[src/rtl/core/ptt_pkg.sv]
// ptt_pkg: shared types and constants for the periodic timer table
// holds command and result codes, item structs and the sequencer states
// no dependencies
package ptt_pkg;

  localparam int HANDLE_W   = 4;
  localparam int INTERVAL_W = 32;
  localparam int TIME_W     = 48;
  localparam int MAX_SLOTS  = 2 ** HANDLE_W;

  typedef enum logic [1:0] {
    CMD_TICK    = 2'd0,
    CMD_ADD     = 2'd1,
    CMD_REMOVE  = 2'd2,
    CMD_SET_IVL = 2'd3
  } cmd_t;

  typedef enum logic [1:0] {
    KIND_FIRED    = 2'd0,
    KIND_ADDED    = 2'd1,
    KIND_ADD_FAIL = 2'd2
  } kind_t;

  typedef enum logic [1:0] {
    ST_IDLE,
    ST_SCAN,
    ST_FLUSH,
    ST_ADD
  } state_t;

  typedef struct packed {
    cmd_t                  command;
    logic [HANDLE_W-1:0]   slot;
    logic [INTERVAL_W-1:0] interval_ms;
    logic [TIME_W-1:0]     now_ms;
  } req_t;

  typedef struct packed {
    kind_t               kind;
    logic [HANDLE_W-1:0] handle;
    logic [TIME_W-1:0]   time_ms;
    logic                last;
  } rsp_t;

  typedef struct packed {
    logic tick;
    logic add;
  } time_req_t;

endpackage

[src/rtl/core/ptt_ram.sv]
// ptt_ram: single write port, single read port synchronous memory
// read data is registered, valid in the cycle after the address
// depends on nothing
module ptt_ram #(
  parameter int WIDTH = 48,
  parameter int DEPTH = 16,
  parameter int AW    = 4
) (
  input  logic             clk,
  input  logic             we,
  input  logic [AW-1:0]    waddr,
  input  logic [WIDTH-1:0] wdata,
  input  logic [AW-1:0]    raddr,
  output logic [WIDTH-1:0] rdata
);

  logic [WIDTH-1:0] mem [DEPTH];

  always_ff @(posedge clk) begin
    if (we) begin
      mem[waddr] <= wdata;
    end
  end

  always_ff @(posedge clk) begin
    rdata <= mem[raddr];
  end

endmodule

[src/rtl/core/ptt_time.sv]
// ptt_time: base time latch and cached relative time
// uses ptt_pkg for widths and the update request struct
module ptt_time
  import ptt_pkg::*;
(
  input  logic              clk,
  input  logic              rst,
  input  time_req_t         treq,
  input  logic [TIME_W-1:0] now_ms,
  output logic [TIME_W-1:0] cached
);

  logic [TIME_W-1:0] base;
  logic [TIME_W-1:0] base_next;
  logic              base_unset;
  logic              upd;

  assign base_unset = (base == '0);
  assign upd        = treq.tick || (treq.add && base_unset);
  assign base_next  = base_unset ? now_ms : base;

  always_ff @(posedge clk) begin
    if (rst) begin
      base   <= '0;
      cached <= '0;
    end else if (upd) begin
      base   <= base_next;
      cached <= now_ms - base_next;
    end
  end

endmodule

[src/rtl/core/periodic_timer_table.sv]
// periodic_timer_table: top level of the periodic timer table
// instantiates ptt_time and two ptt_ram memories, uses ptt_pkg
// holds the command sequencer, slot valid bits and result register
//
// Usage: commands enter on req (req_valid / req_stall), results leave on
// rsp (rsp_valid / rsp_stall). An item moves when valid is high and stall low.
// Tick scans the slots one per cycle while the scan is not paused (see below)
// through the due time and period memory read ports, and stalls further
// commands until the scan and flush are done. Fired results leave in
// ascending slot order, the last one flagged. Add gives one result;
// remove and set interval give none.
// A finished result waits in the output register while the next command is
// taken; when rsp_stall holds the register full, the scan pauses on the slot
// that has to emit and resumes once the register drains.
// Reset clears every slot valid bit, the base time and the cached time; the
// due time and period memories need no clearing.
module periodic_timer_table
  import ptt_pkg::*;
#(
  parameter int NUM_SLOTS = 16
) (
  input  logic clk,
  input  logic rst,
  input  logic req_valid,
  output logic req_stall,
  input  req_t req,
  output logic rsp_valid,
  input  logic rsp_stall,
  output rsp_t rsp
);

  localparam int SLOT_COUNT = (NUM_SLOTS < MAX_SLOTS) ? NUM_SLOTS : MAX_SLOTS;
  localparam int AW         = (SLOT_COUNT > 1) ? $clog2(SLOT_COUNT) : 1;
  localparam int IW         = $clog2(SLOT_COUNT + 1);

  state_t                state;
  state_t                state_next;
  logic [IW-1:0]         scan_idx;
  logic                  chk_vld;
  logic [AW-1:0]         chk_idx;
  logic                  hold_vld;
  logic [AW-1:0]         hold_idx;
  logic                  out_vld;
  rsp_t                  rsp_q;
  logic [SLOT_COUNT-1:0] slot_valid;
  logic [INTERVAL_W-1:0] ival;

  logic                  acc;
  logic                  in_range;
  logic [AW-1:0]         sidx;
  logic                  out_free;
  logic                  scan_more;
  logic                  fire;
  logic                  blocked;
  logic                  add_ok;
  logic                  free_found;
  logic [AW-1:0]         free_idx;
  logic                  load;
  rsp_t                  load_item;

  logic [AW-1:0]         raddr;
  logic [TIME_W-1:0]     due_q;
  logic [INTERVAL_W-1:0] per_q;
  logic                  due_we;
  logic [AW-1:0]         due_waddr;
  logic [TIME_W-1:0]     due_wdata;
  logic                  per_we;
  logic [AW-1:0]         per_waddr;
  logic [INTERVAL_W-1:0] per_wdata;

  time_req_t             treq;
  logic [TIME_W-1:0]     cached;

  assign req_stall = (state != ST_IDLE);
  assign acc       = req_valid && !req_stall;
  assign in_range  = (32'(req.slot) < SLOT_COUNT);
  assign sidx      = req.slot[AW-1:0];
  assign out_free  = !out_vld || !rsp_stall;
  assign scan_more = (scan_idx < IW'(SLOT_COUNT));
  assign add_ok    = free_found && (ival != '0);
  assign rsp_valid = out_vld;
  assign rsp       = rsp_q;

  assign treq.tick = acc && (req.command == CMD_TICK);
  assign treq.add  = acc && (req.command == CMD_ADD);

  ptt_time u_time (
    .clk    (clk),
    .rst    (rst),
    .treq   (treq),
    .now_ms (req.now_ms),
    .cached (cached)
  );

  ptt_ram #(
    .WIDTH (TIME_W),
    .DEPTH (SLOT_COUNT),
    .AW    (AW)
  ) u_due_ram (
    .clk   (clk),
    .we    (due_we),
    .waddr (due_waddr),
    .wdata (due_wdata),
    .raddr (raddr),
    .rdata (due_q)
  );

  ptt_ram #(
    .WIDTH (INTERVAL_W),
    .DEPTH (SLOT_COUNT),
    .AW    (AW)
  ) u_per_ram (
    .clk   (clk),
    .we    (per_we),
    .waddr (per_waddr),
    .wdata (per_wdata),
    .raddr (raddr),
    .rdata (per_q)
  );

  // lowest free slot
  always_comb begin
    free_found = 1'b0;
    free_idx   = '0;
    for (int i = SLOT_COUNT - 1; i >= 0; i--) begin
      if (!slot_valid[i]) begin
        free_found = 1'b1;
        free_idx   = AW'(i);
      end
    end
  end

  always_comb begin
    state_next = state;
    case (state)
      ST_IDLE: begin
        if (acc && req.command == CMD_TICK) begin
          state_next = ST_SCAN;
        end else if (acc && req.command == CMD_ADD) begin
          state_next = ST_ADD;
        end
      end
      ST_SCAN: begin
        if (!blocked && !scan_more) begin
          state_next = ST_FLUSH;
        end
      end
      ST_FLUSH: begin
        if (!hold_vld || out_free) begin
          state_next = ST_IDLE;
        end
      end
      ST_ADD: begin
        if (out_free) begin
          state_next = ST_IDLE;
        end
      end
      default: state_next = ST_IDLE;
    endcase
  end

  always_comb begin
    raddr     = scan_idx[AW-1:0];
    fire      = 1'b0;
    blocked   = 1'b0;
    load      = 1'b0;
    load_item = '0;
    due_we    = 1'b0;
    due_waddr = chk_idx;
    due_wdata = due_q + TIME_W'(per_q);
    per_we    = 1'b0;
    per_waddr = sidx;
    per_wdata = req.interval_ms;
    case (state)
      ST_IDLE: begin
        per_we = acc && (req.command == CMD_SET_IVL) && in_range
                 && slot_valid[sidx] && (req.interval_ms != '0);
      end
      ST_SCAN: begin
        fire    = chk_vld && slot_valid[chk_idx] && (cached > due_q);
        blocked = fire && hold_vld && !out_free;
        due_we  = fire && !blocked;
        if (blocked) begin
          raddr = chk_idx;
        end
        if (fire && hold_vld && out_free) begin
          load              = 1'b1;
          load_item.kind    = KIND_FIRED;
          load_item.handle  = HANDLE_W'(hold_idx);
          load_item.time_ms = cached;
          load_item.last    = 1'b0;
        end
      end
      ST_FLUSH: begin
        if (hold_vld && out_free) begin
          load              = 1'b1;
          load_item.kind    = KIND_FIRED;
          load_item.handle  = HANDLE_W'(hold_idx);
          load_item.time_ms = cached;
          load_item.last    = 1'b1;
        end
      end
      ST_ADD: begin
        if (out_free) begin
          load              = 1'b1;
          load_item.time_ms = cached;
          load_item.last    = 1'b1;
          if (add_ok) begin
            load_item.kind   = KIND_ADDED;
            load_item.handle = HANDLE_W'(free_idx);
            due_we           = 1'b1;
            due_waddr        = free_idx;
            due_wdata        = cached;
            per_we           = 1'b1;
            per_waddr        = free_idx;
            per_wdata        = ival;
          end else begin
            load_item.kind   = KIND_ADD_FAIL;
            load_item.handle = '0;
          end
        end
      end
      default: begin
        load = 1'b0;
      end
    endcase
  end

  always_ff @(posedge clk) begin
    if (rst) begin
      state      <= ST_IDLE;
      scan_idx   <= '0;
      chk_vld    <= 1'b0;
      hold_vld   <= 1'b0;
      out_vld    <= 1'b0;
      slot_valid <= '0;
    end else begin
      state <= state_next;
      if (state == ST_IDLE) begin
        scan_idx <= '0;
        chk_vld  <= 1'b0;
      end else if (state == ST_SCAN && !blocked) begin
        chk_vld <= scan_more;
        if (scan_more) begin
          scan_idx <= scan_idx + 1'b1;
        end
      end
      if (state == ST_SCAN && fire && !blocked) begin
        hold_vld <= 1'b1;
      end else if (state == ST_FLUSH && load) begin
        hold_vld <= 1'b0;
      end
      if (load) begin
        out_vld <= 1'b1;
      end else if (!rsp_stall) begin
        out_vld <= 1'b0;
      end
      if (acc && req.command == CMD_REMOVE && in_range) begin
        slot_valid[sidx] <= 1'b0;
      end else if (state == ST_ADD && out_free && add_ok) begin
        slot_valid[free_idx] <= 1'b1;
      end
    end
  end

  always_ff @(posedge clk) begin
    if (state == ST_SCAN && !blocked) begin
      chk_idx <= scan_idx[AW-1:0];
    end
    if (state == ST_SCAN && fire && !blocked) begin
      hold_idx <= chk_idx;
    end
    if (load) begin
      rsp_q <= load_item;
    end
    if (acc && req.command == CMD_ADD) begin
      ival <= req.interval_ms;
    end
  end

`ifndef SYNTHESIS
  a_hold_in_tick: assert property (@(posedge clk) disable iff (rst)
    hold_vld |-> (state == ST_SCAN || state == ST_FLUSH))
    else $error("held fired slot outside a tick");

  a_chk_in_scan: assert property (@(posedge clk) disable iff (rst)
    chk_vld |-> (state == ST_SCAN))
    else $error("slot check active outside the scan");

  a_add_result: assert property (@(posedge clk) disable iff (rst)
    (state == ST_ADD && out_free) |=> (rsp_valid && rsp.last))
    else $error("add finished without a final result");

  a_tick_to_scan: assert property (@(posedge clk) disable iff (rst)
    (acc && req.command == CMD_TICK) |=> (state == ST_SCAN && !chk_vld))
    else $error("tick did not start a fresh scan");
`endif

endmodule
[config.mk]
export PLATFORM = sky130hd
export DESIGN_NAME = periodic_timer_table
export DESIGN_NICKNAME = d
export VERILOG_FILES = /design/src/rtl/core/ptt_pkg.sv /design/src/rtl/core/ptt_ram.sv /design/src/rtl/core/ptt_time.sv /design/src/rtl/core/periodic_timer_table.sv
export SDC_FILE = /design/constraint.sdc
export NUM_CORES = 2
export LEC_CHECK = 0
export ABC_CLOCK_PERIOD_IN_PS = 8400
export BUFFER_PORTS_ARGS = -buffer_cell sky130_fd_sc_hd__buf_2
export CORE_UTILIZATION = 50
export DETAILED_ROUTE_END_ITERATION = 10
export PLACE_DENSITY = 0.66
export SYNTH_ARGS = -nofsm -noshare
export SYNTH_HDL_FRONTEND = slang
export SYNTH_SLANG_ARGS = --single-unit
[constraint.sdc]
create_clock -name clk -period 8.4 [get_ports clk]
set_input_delay 1.68 -clock clk [delete_from_list [all_inputs] [get_ports clk]]
set_output_delay 1.68 -clock clk [all_outputs]
set_load 0.1 [all_outputs]
Yosys cells after proc, flatten, opt, wreduce, memory -nomap -nowiden
Memories as Yosys holds them, arrays and structs flattened. A register that Yosys moved wholly into a read port is not among the register bits.
Index checks and enable logic that the tools add are counted.
{"block": "op_classes", "magnitude_cmp": 7, "reduce_logical": 47, "bitwise": 3, "n_eq_ne": 11, "add_sub_neg": 3, "n_mux": 86}
{"cell": "48-bit 2-to-1 mux", "n": 4}
{"cell": "55-bit one-hot mux with 3 select lines", "n": 1}
{"cell": "53-bit 2-to-1 mux", "n": 2}
{"cell": "32-bit 2-to-1 mux", "n": 3}
{"cell": "4-bit 2-to-1 mux", "n": 24}
{"cell": "32-bit nonzero test", "n": 2}
{"cell": "55-bit 2-to-1 mux", "n": 1}
{"cell": "48-bit by 32-bit adder with 48-bit output", "n": 1}
{"cell": "48-bit > comparator", "n": 1}
{"cell": "48-bit logical NOT", "n": 1}
{"cell": "48-bit subtractor", "n": 1}
{"cell": "1-bit 2-to-1 mux", "n": 35}
{"cell": "16-bit 2-to-1 mux", "n": 2}
{"cell": "1-bit logical AND", "n": 25}
{"cell": "16-bit AND", "n": 1}
{"cell": "16-bit NOT", "n": 1}
{"cell": "16-bit OR", "n": 1}
{"cell": "4-bit by 5-bit < comparator with 1-bit output (second input constant)", "n": 3}
{"cell": "2-bit 2-to-1 mux", "n": 5}
{"cell": "1-bit binary-select mux with 4-bit select", "n": 2}
{"cell": "1-bit demux with 4-bit select", "n": 2}
{"cell": "2-bit equality test (second input constant)", "n": 4}
{"cell": "4-bit by 1-bit greater-or-equal comparator with 1-bit output (second input constant)", "n": 2}
{"cell": "1-bit logical NOT", "n": 8}
{"cell": "other kinds (16)", "n": 25}
{"block": "word_totals", "ff_bits": 217, "n_memories": 2, "ram_bits": 1280, "output_inout_bits": 57, "inputBits": 90, "wordCells": 174}
{"memory": "u_due_ram.mem", "words": 16, "width": 48, "read_ports": 1, "rd_ports_with_merged_regs": 1, "wr": 1, "line": "ptt_ram.sv:17", "text": "logic [WIDTH-1:0] mem [DEPTH];"}
{"memory": "u_per_ram.mem", "words": 16, "width": 32, "read_ports": 1, "rd_ports_with_merged_regs": 1, "wr": 1, "line": "ptt_ram.sv:17"}

Depth between registers and ports, before layout
{"block": "logic_depth", "word_depth": 23, "ltp_mapped": 19, "mapped_depth_nobuf": 17}

Cells and area by module
From an unflattened synthesis, not the netlist that was laid out.
{"block": "hier_totals", "hier_cells": 4147, "area_unflattened_um2": 65948.2}
{"module": "ptt_ram (u_due_ram)", "n_inst": 1, "cells_per_inst": 1242, "seq_area_each_um2": 24023.0, "area_each_um2": 29694.7}
{"module": "ptt_ram (u_per_ram)", "n_inst": 1, "cells_per_inst": 838, "seq_area_each_um2": 16015.4, "area_each_um2": 19835.3}
{"module": "periodic_timer_table", "n_inst": 1, "cells_per_inst": 1101, "seq_area_each_um2": 3373.2, "area_each_um2": 9421.5}
{"module": "ptt_time", "n_inst": 1, "cells_per_inst": 966, "seq_area_each_um2": 1921.8, "area_each_um2": 6996.7}

Worst setup path before layout
No wires, ideal clock.
{"block": "synth_timing", "kind": "input -> register", "startpoint": "input req[80] (netlist name)", "endpoint": "memory u_per_ram.mem[4][0] (netlist name), enable pin", "t_arrival_ns": 4.972, "path_stages": 8, "slack_ns": 3.007, "required_time_ns": 7.979, "setup_time_ns": 0.421, "path_buffers": 1, "path_cell_list": "clkbuf_1 > mux4_2 > mux4_2 > or4b_2 > a21oi_1 > nor2b_1 > nand2_1 > nor2_1"}
{"block": "synth_between", "elab_chain_cells": 7, "word_cells_on_any_way": 10, "cone_classes": "mux: 8; reduce/logical: 2"}
{"item": "from (decl)", "line": "periodic_timer_table.sv:26", "text": "input req_t req,"}
{"item": "1-bit binary-select mux with 4-bit select", "line": "periodic_timer_table.sv:177", "text": "&& slot_valid[sidx] && (req.interval_ms != '0);"}
{"item": "1-bit 2-to-1 mux (not written as such)", "line": "periodic_timer_table.sv:177"}
{"item": "1-bit logical AND (2 in series)", "line": "periodic_timer_table.sv:177"}
{"item": "1-bit one-hot mux with 2 select lines", "line": "periodic_timer_table.sv:174", "text": "case (state)"}
{"item": "1-bit 2-to-1 mux", "line": "ptt_ram.sv:20", "text": "if (we) begin"}
{"item": "1-bit 2-to-1 mux (not written as such)", "line": "ptt_ram.sv:21", "text": "mem[waddr] <= wdata;"}
{"item": "to (decl)", "line": "ptt_ram.sv:17"}
Several ways; a longest one is shown, not always the timed one. The select of a mux whose other input is x is not followed.

Worst setup path in the final report
{"block": "layout_timing", "startpoint": "register ival[24]", "endpoint": "memory u_due_ram.mem[3][7], enable pin"}
{"block": "layout_between", "elab_chain_cells": 7, "word_cells_on_any_way": 10, "cone_classes": "mux: 8; reduce/logical: 2"}
{"item": "from (decl)", "line": "periodic_timer_table.sv:46", "text": "logic [INTERVAL_W-1:0] ival;"}
{"item": "from (signal assigned)", "line": "periodic_timer_table.sv:277", "text": "ival <= req.interval_ms;"}
{"item": "32-bit nonzero test (*)", "line": "periodic_timer_table.sv:80", "text": "assign add_ok = free_found && (ival != '0);"}
{"item": "1-bit logical AND (*)", "line": "periodic_timer_table.sv:80"}
{"item": "1-bit 2-to-1 mux", "line": "periodic_timer_table.sv:208", "text": "if (add_ok) begin"}
{"item": "1-bit 2-to-1 mux", "line": "periodic_timer_table.sv:204", "text": "if (out_free) begin"}
{"item": "1-bit one-hot mux with 2 select lines", "line": "periodic_timer_table.sv:174"}
{"item": "1-bit 2-to-1 mux", "line": "ptt_ram.sv:20"}
{"item": "1-bit 2-to-1 mux (not written as such)", "line": "ptt_ram.sv:21"}
{"item": "to (decl)", "line": "ptt_ram.sv:17"}
Every way passes the cells marked *; elsewhere a longest branch is shown, timed or not.

==> flow_metrics.env <==
export IMPL_final_antenna_net_count=0
export IMPL_gr_usage_all_layers_pct=25.56
export IMPL_syn_to_final_growth_pct=12.66
export IMPL_synth_seq_area_share_pct=69.36
export IMPL_place_congestion=0.9422
export IMPL_cts_buffer_depth=3
export IMPL_grt_max_degree=125
export IMPL_final_max_slew_viol_count=0
export IMPL_holdWs_ps=502.0
export IMPL_ys_ff_latch=1577
export IMPL_leakagePower_nw=29.52
export IMPL_hold_path_class="reg -> reg"
export IMPL_fill_cells=10101
export IMPL_end_kind="register"
export IMPL_status="complete, no violations"
export IMPL_path_class="reg -> reg"
export IMPL_fmax_mhz=173.5
export IMPL_crit_path_cell_trace="nor4_1 -> nand4_1 -> o22ai_1 -> inv_1 -> nand3_4 -> buf_4 -> a21oi_1 -> nor2_1 -> and2_4 -> buf_4"
export IMPL_routedWlPerCell_microns=26.28
export IMPL_grt_pass1_vias=37424
export IMPL_setup_viol_count_final=0
export IMPL_routed_via_density=6.050
export IMPL_vias=39406
export IMPL_grt_pass1_wl_microns=247500
export IMPL_dr_pass1_iters=6
export IMPL_ir_worst_vdd_mv=0.8314
export IMPL_ff_latch_area_sq_mm=0.04533
export IMPL_insertion_delay_ps=820
export IMPL_layout_drive_gt1_share_pct=11.53
export IMPL_final_common_cell="edfxtp_1"
export IMPL_multi_input_area_sq_mm=0.01891
export IMPL_post_cts_setup_buffers=0
export IMPL_cts_buffers=162
export IMPL_final_setup_tns_ps=0
export IMPL_path_common_cell="buf_4"
export IMPL_hold_buffers=0
export IMPL_start_util_pct=50.41
export IMPL_syn_cell_area_sq_mm=0.06536
export IMPL_hp_start="u_time.base[38]$_SDFFE_PP0P_"
export IMPL_antenna_found_initial=4
export IMPL_cts_tree="yes"
export IMPL_cp_required_ps=8820
export IMPL_cts_sinks=1577
export IMPL_synth_warnings=0
export IMPL_rows=132
export IMPL_cap_violations=0
export IMPL_cellPowerDensity_mw_per_mm2=337.0
export IMPL_final_nets=4859
export IMPL_dieArea_sq_mm=0.1322
export IMPL_start_kind="register"
export IMPL_overflow=0
export IMPL_drcViolationCount=0
export IMPL_netlist_area_leader_share_pct=63.17
export IMPL_yosys_area_top_type="edfxtp_1"
export IMPL_hpwlAfterDp_microns=99680
export IMPL_final_cell_mix="edfxtp_1, mux2i_1, o22ai_1"
export IMPL_die_w_microns=363.6
export IMPL_crit_start="ival[24]$_DFFE_PP_"
export IMPL_cts_repair_resized=0
export IMPL_ioPinCount=147
export IMPL_h_tree_depth=4
export IMPL_yosys_most_used_dff="edfxtp_1"
export IMPL_crit_path_top_delay_cell="nor4_1"
export IMPL_async_flop_share_pct=0
export IMPL_fin_crit_ps=5764
export IMPL_portBuffers=146
export IMPL_cp_max_fo=49
export IMPL_hold_viol_final=0
export IMPL_worst_pin_slew_ps=1320
export IMPL_core_sq_mm=0.1296
export IMPL_finalCritPeriodShare_pct=68.62
export IMPL_crit_arrival_ps=6180
export IMPL_relSlewSlack_pct=12.01
export IMPL_ys_top_cells_by_area="edfxtp_1, mux2i_1, dfxtp_1, o22ai_1, ha_1"
export IMPL_die_h_microns=363.6
export IMPL_rsz0062_at_grt="false"
export IMPL_syn_avg_cell_area_sq_um=14.67
export IMPL_finalPower_mw=24.82
export IMPL_clk_pin_slew_ps=60
export IMPL_r2r_start="ival[24]$_DFFE_PP_"
export IMPL_slowest_delay_ps=1000
export IMPL_synth_nets=4679
export IMPL_n_antenna_cell=0
export IMPL_cts_root_buf="clkbuf_16"
export IMPL_synth_edf_count=1375
export IMPL_syn_inst=4455
export IMPL_synthDistinctLibCells=76
export IMPL_first_iter_violations=3983
export IMPL_wirelength_microns=171200
export IMPL_fin_worst_skew_ps=66.14
cells in the mapped netlist, types with 14 or more instances:
master	instances
nand3_1	46
xor2_1	27
dfxtp_1	202
a21o_1	60
nand2b_1	29
a211oi_1	18
o22ai_1	323
ha_1	132
edfxtp_1	1375
buf_4	24
a31oi_1	62
and2_1	14
or4_1	83
and3_1	68
inv_1	85
clkbuf_1	95
buf_2	97
o21ai_0	93
nor3_1	29
o21a_1	21
nand4_1	22
xnor2_1	51
nor2_1	163
mux2i_1	648
nand2_1	288
a21oi_1	206
nor4_1	31
path summary, 6_finish.rpt:
check	end	slack, ps	depth (start not counted)
min	u_time.base[38]$_SDFFE_PP0P_	500	2
max	u_due_ram.mem[3][7]$_DFFE_PP_	2640	10
min reg2reg	u_time.base[38]$_SDFFE_PP0P_	500	2
max reg2reg	u_due_ram.mem[3][7]$_DFFE_PP_	2640	10
cell families (layout without fill, tap and decap cells):
| kind of cell | count (synthesis) | count (layout) | synth area share, % |
|---|---|---|---|
| AOI/OAI and AO/OA | 867 | 867 | 8.245 |
| buffers and inverters | 314 | 630 | 2.196 |
| and+or+nand+nor | 827 | 827 | 6.317 |
| xor gates and xnor gates | 78 | 78 | 1.045 |
| adders and majority gates | 134 | 134 | 2.588 |
| muxes | 658 | 658 | 10.25 |
| DFF | 1577 | 1577 | 69.36 |
critical path: cells and delay by family (launching register included):
family                 cells  cell delay, ps
flip-flops                 1             450
AO/OA/AOI/OAI              2             630
AND/OR/NAND/NOR            5            2960
buffers and inverters      3            1230
sequential cells by signal, summed over array words and instances (netlist names):
register,cells
u_due_ram.mem,768
chk_idx,4
u_time.cached,48
u_time.base,48
u_per_ram.rdata,32
slot_valid,16
rsp_valid,1
u_per_ram.mem,512
hold_idx,4
scan_idx,5
chk_vld,1
state,2
hold_vld,1
rsp,55
ival,32
u_due_ram.rdata,48
cell type report:
class	count	area share, %
Inverter	86	0.4384
Timing Repair Buffer	244	2.097
Clock inverter	74	1.305
Multi-Input combinational cell	2564	25.68
Tap cell	1742	2.960
Sequential cell	1577	61.57
Clock buffer	226	5.954
layer usage:
| layer | up-vias | global-route usage, % | part of all wire (%) |
|---|---|---|---|
| met1 | 19898 | 34.97 | 42 |
| met3 | 267 | 3.662 | 6.5 |
| met4 | 0 | 7.554 | 2.5 |
| met2 | 1498 | 42.47 | 49 |
| met5 | - | 0 | 0 |
| li1 | 17743 | - | - |
metrics by stage:
step / std cells / util, % / setup slack (ps) / area (sq um)
6_report: 6513 / 56.79 / 2636 / 73630
4_1_cts: 6513 / 56.79 / 2759 / 73630
3_5_place_dp: 6213 / 52.67 / 2635 / 68290
2_1_floorplan: 4455 / - / 3007 / 65360
5_1_grt: 6513 / 56.79 / 2429 / 73630
3_3_place_gp: 6213 / 52.67 / 2672 / 68290
where the power goes:
part           switching [mW]  leakage (nW)  total [mW]  internal (mW)
clock network            3.09          2.58        7.15           4.05
logic                    5.12          12.8        7.93           2.81
registers               0.381          14.1        9.74           9.36
No activity file was read; power rests on OpenSTA's default activity.
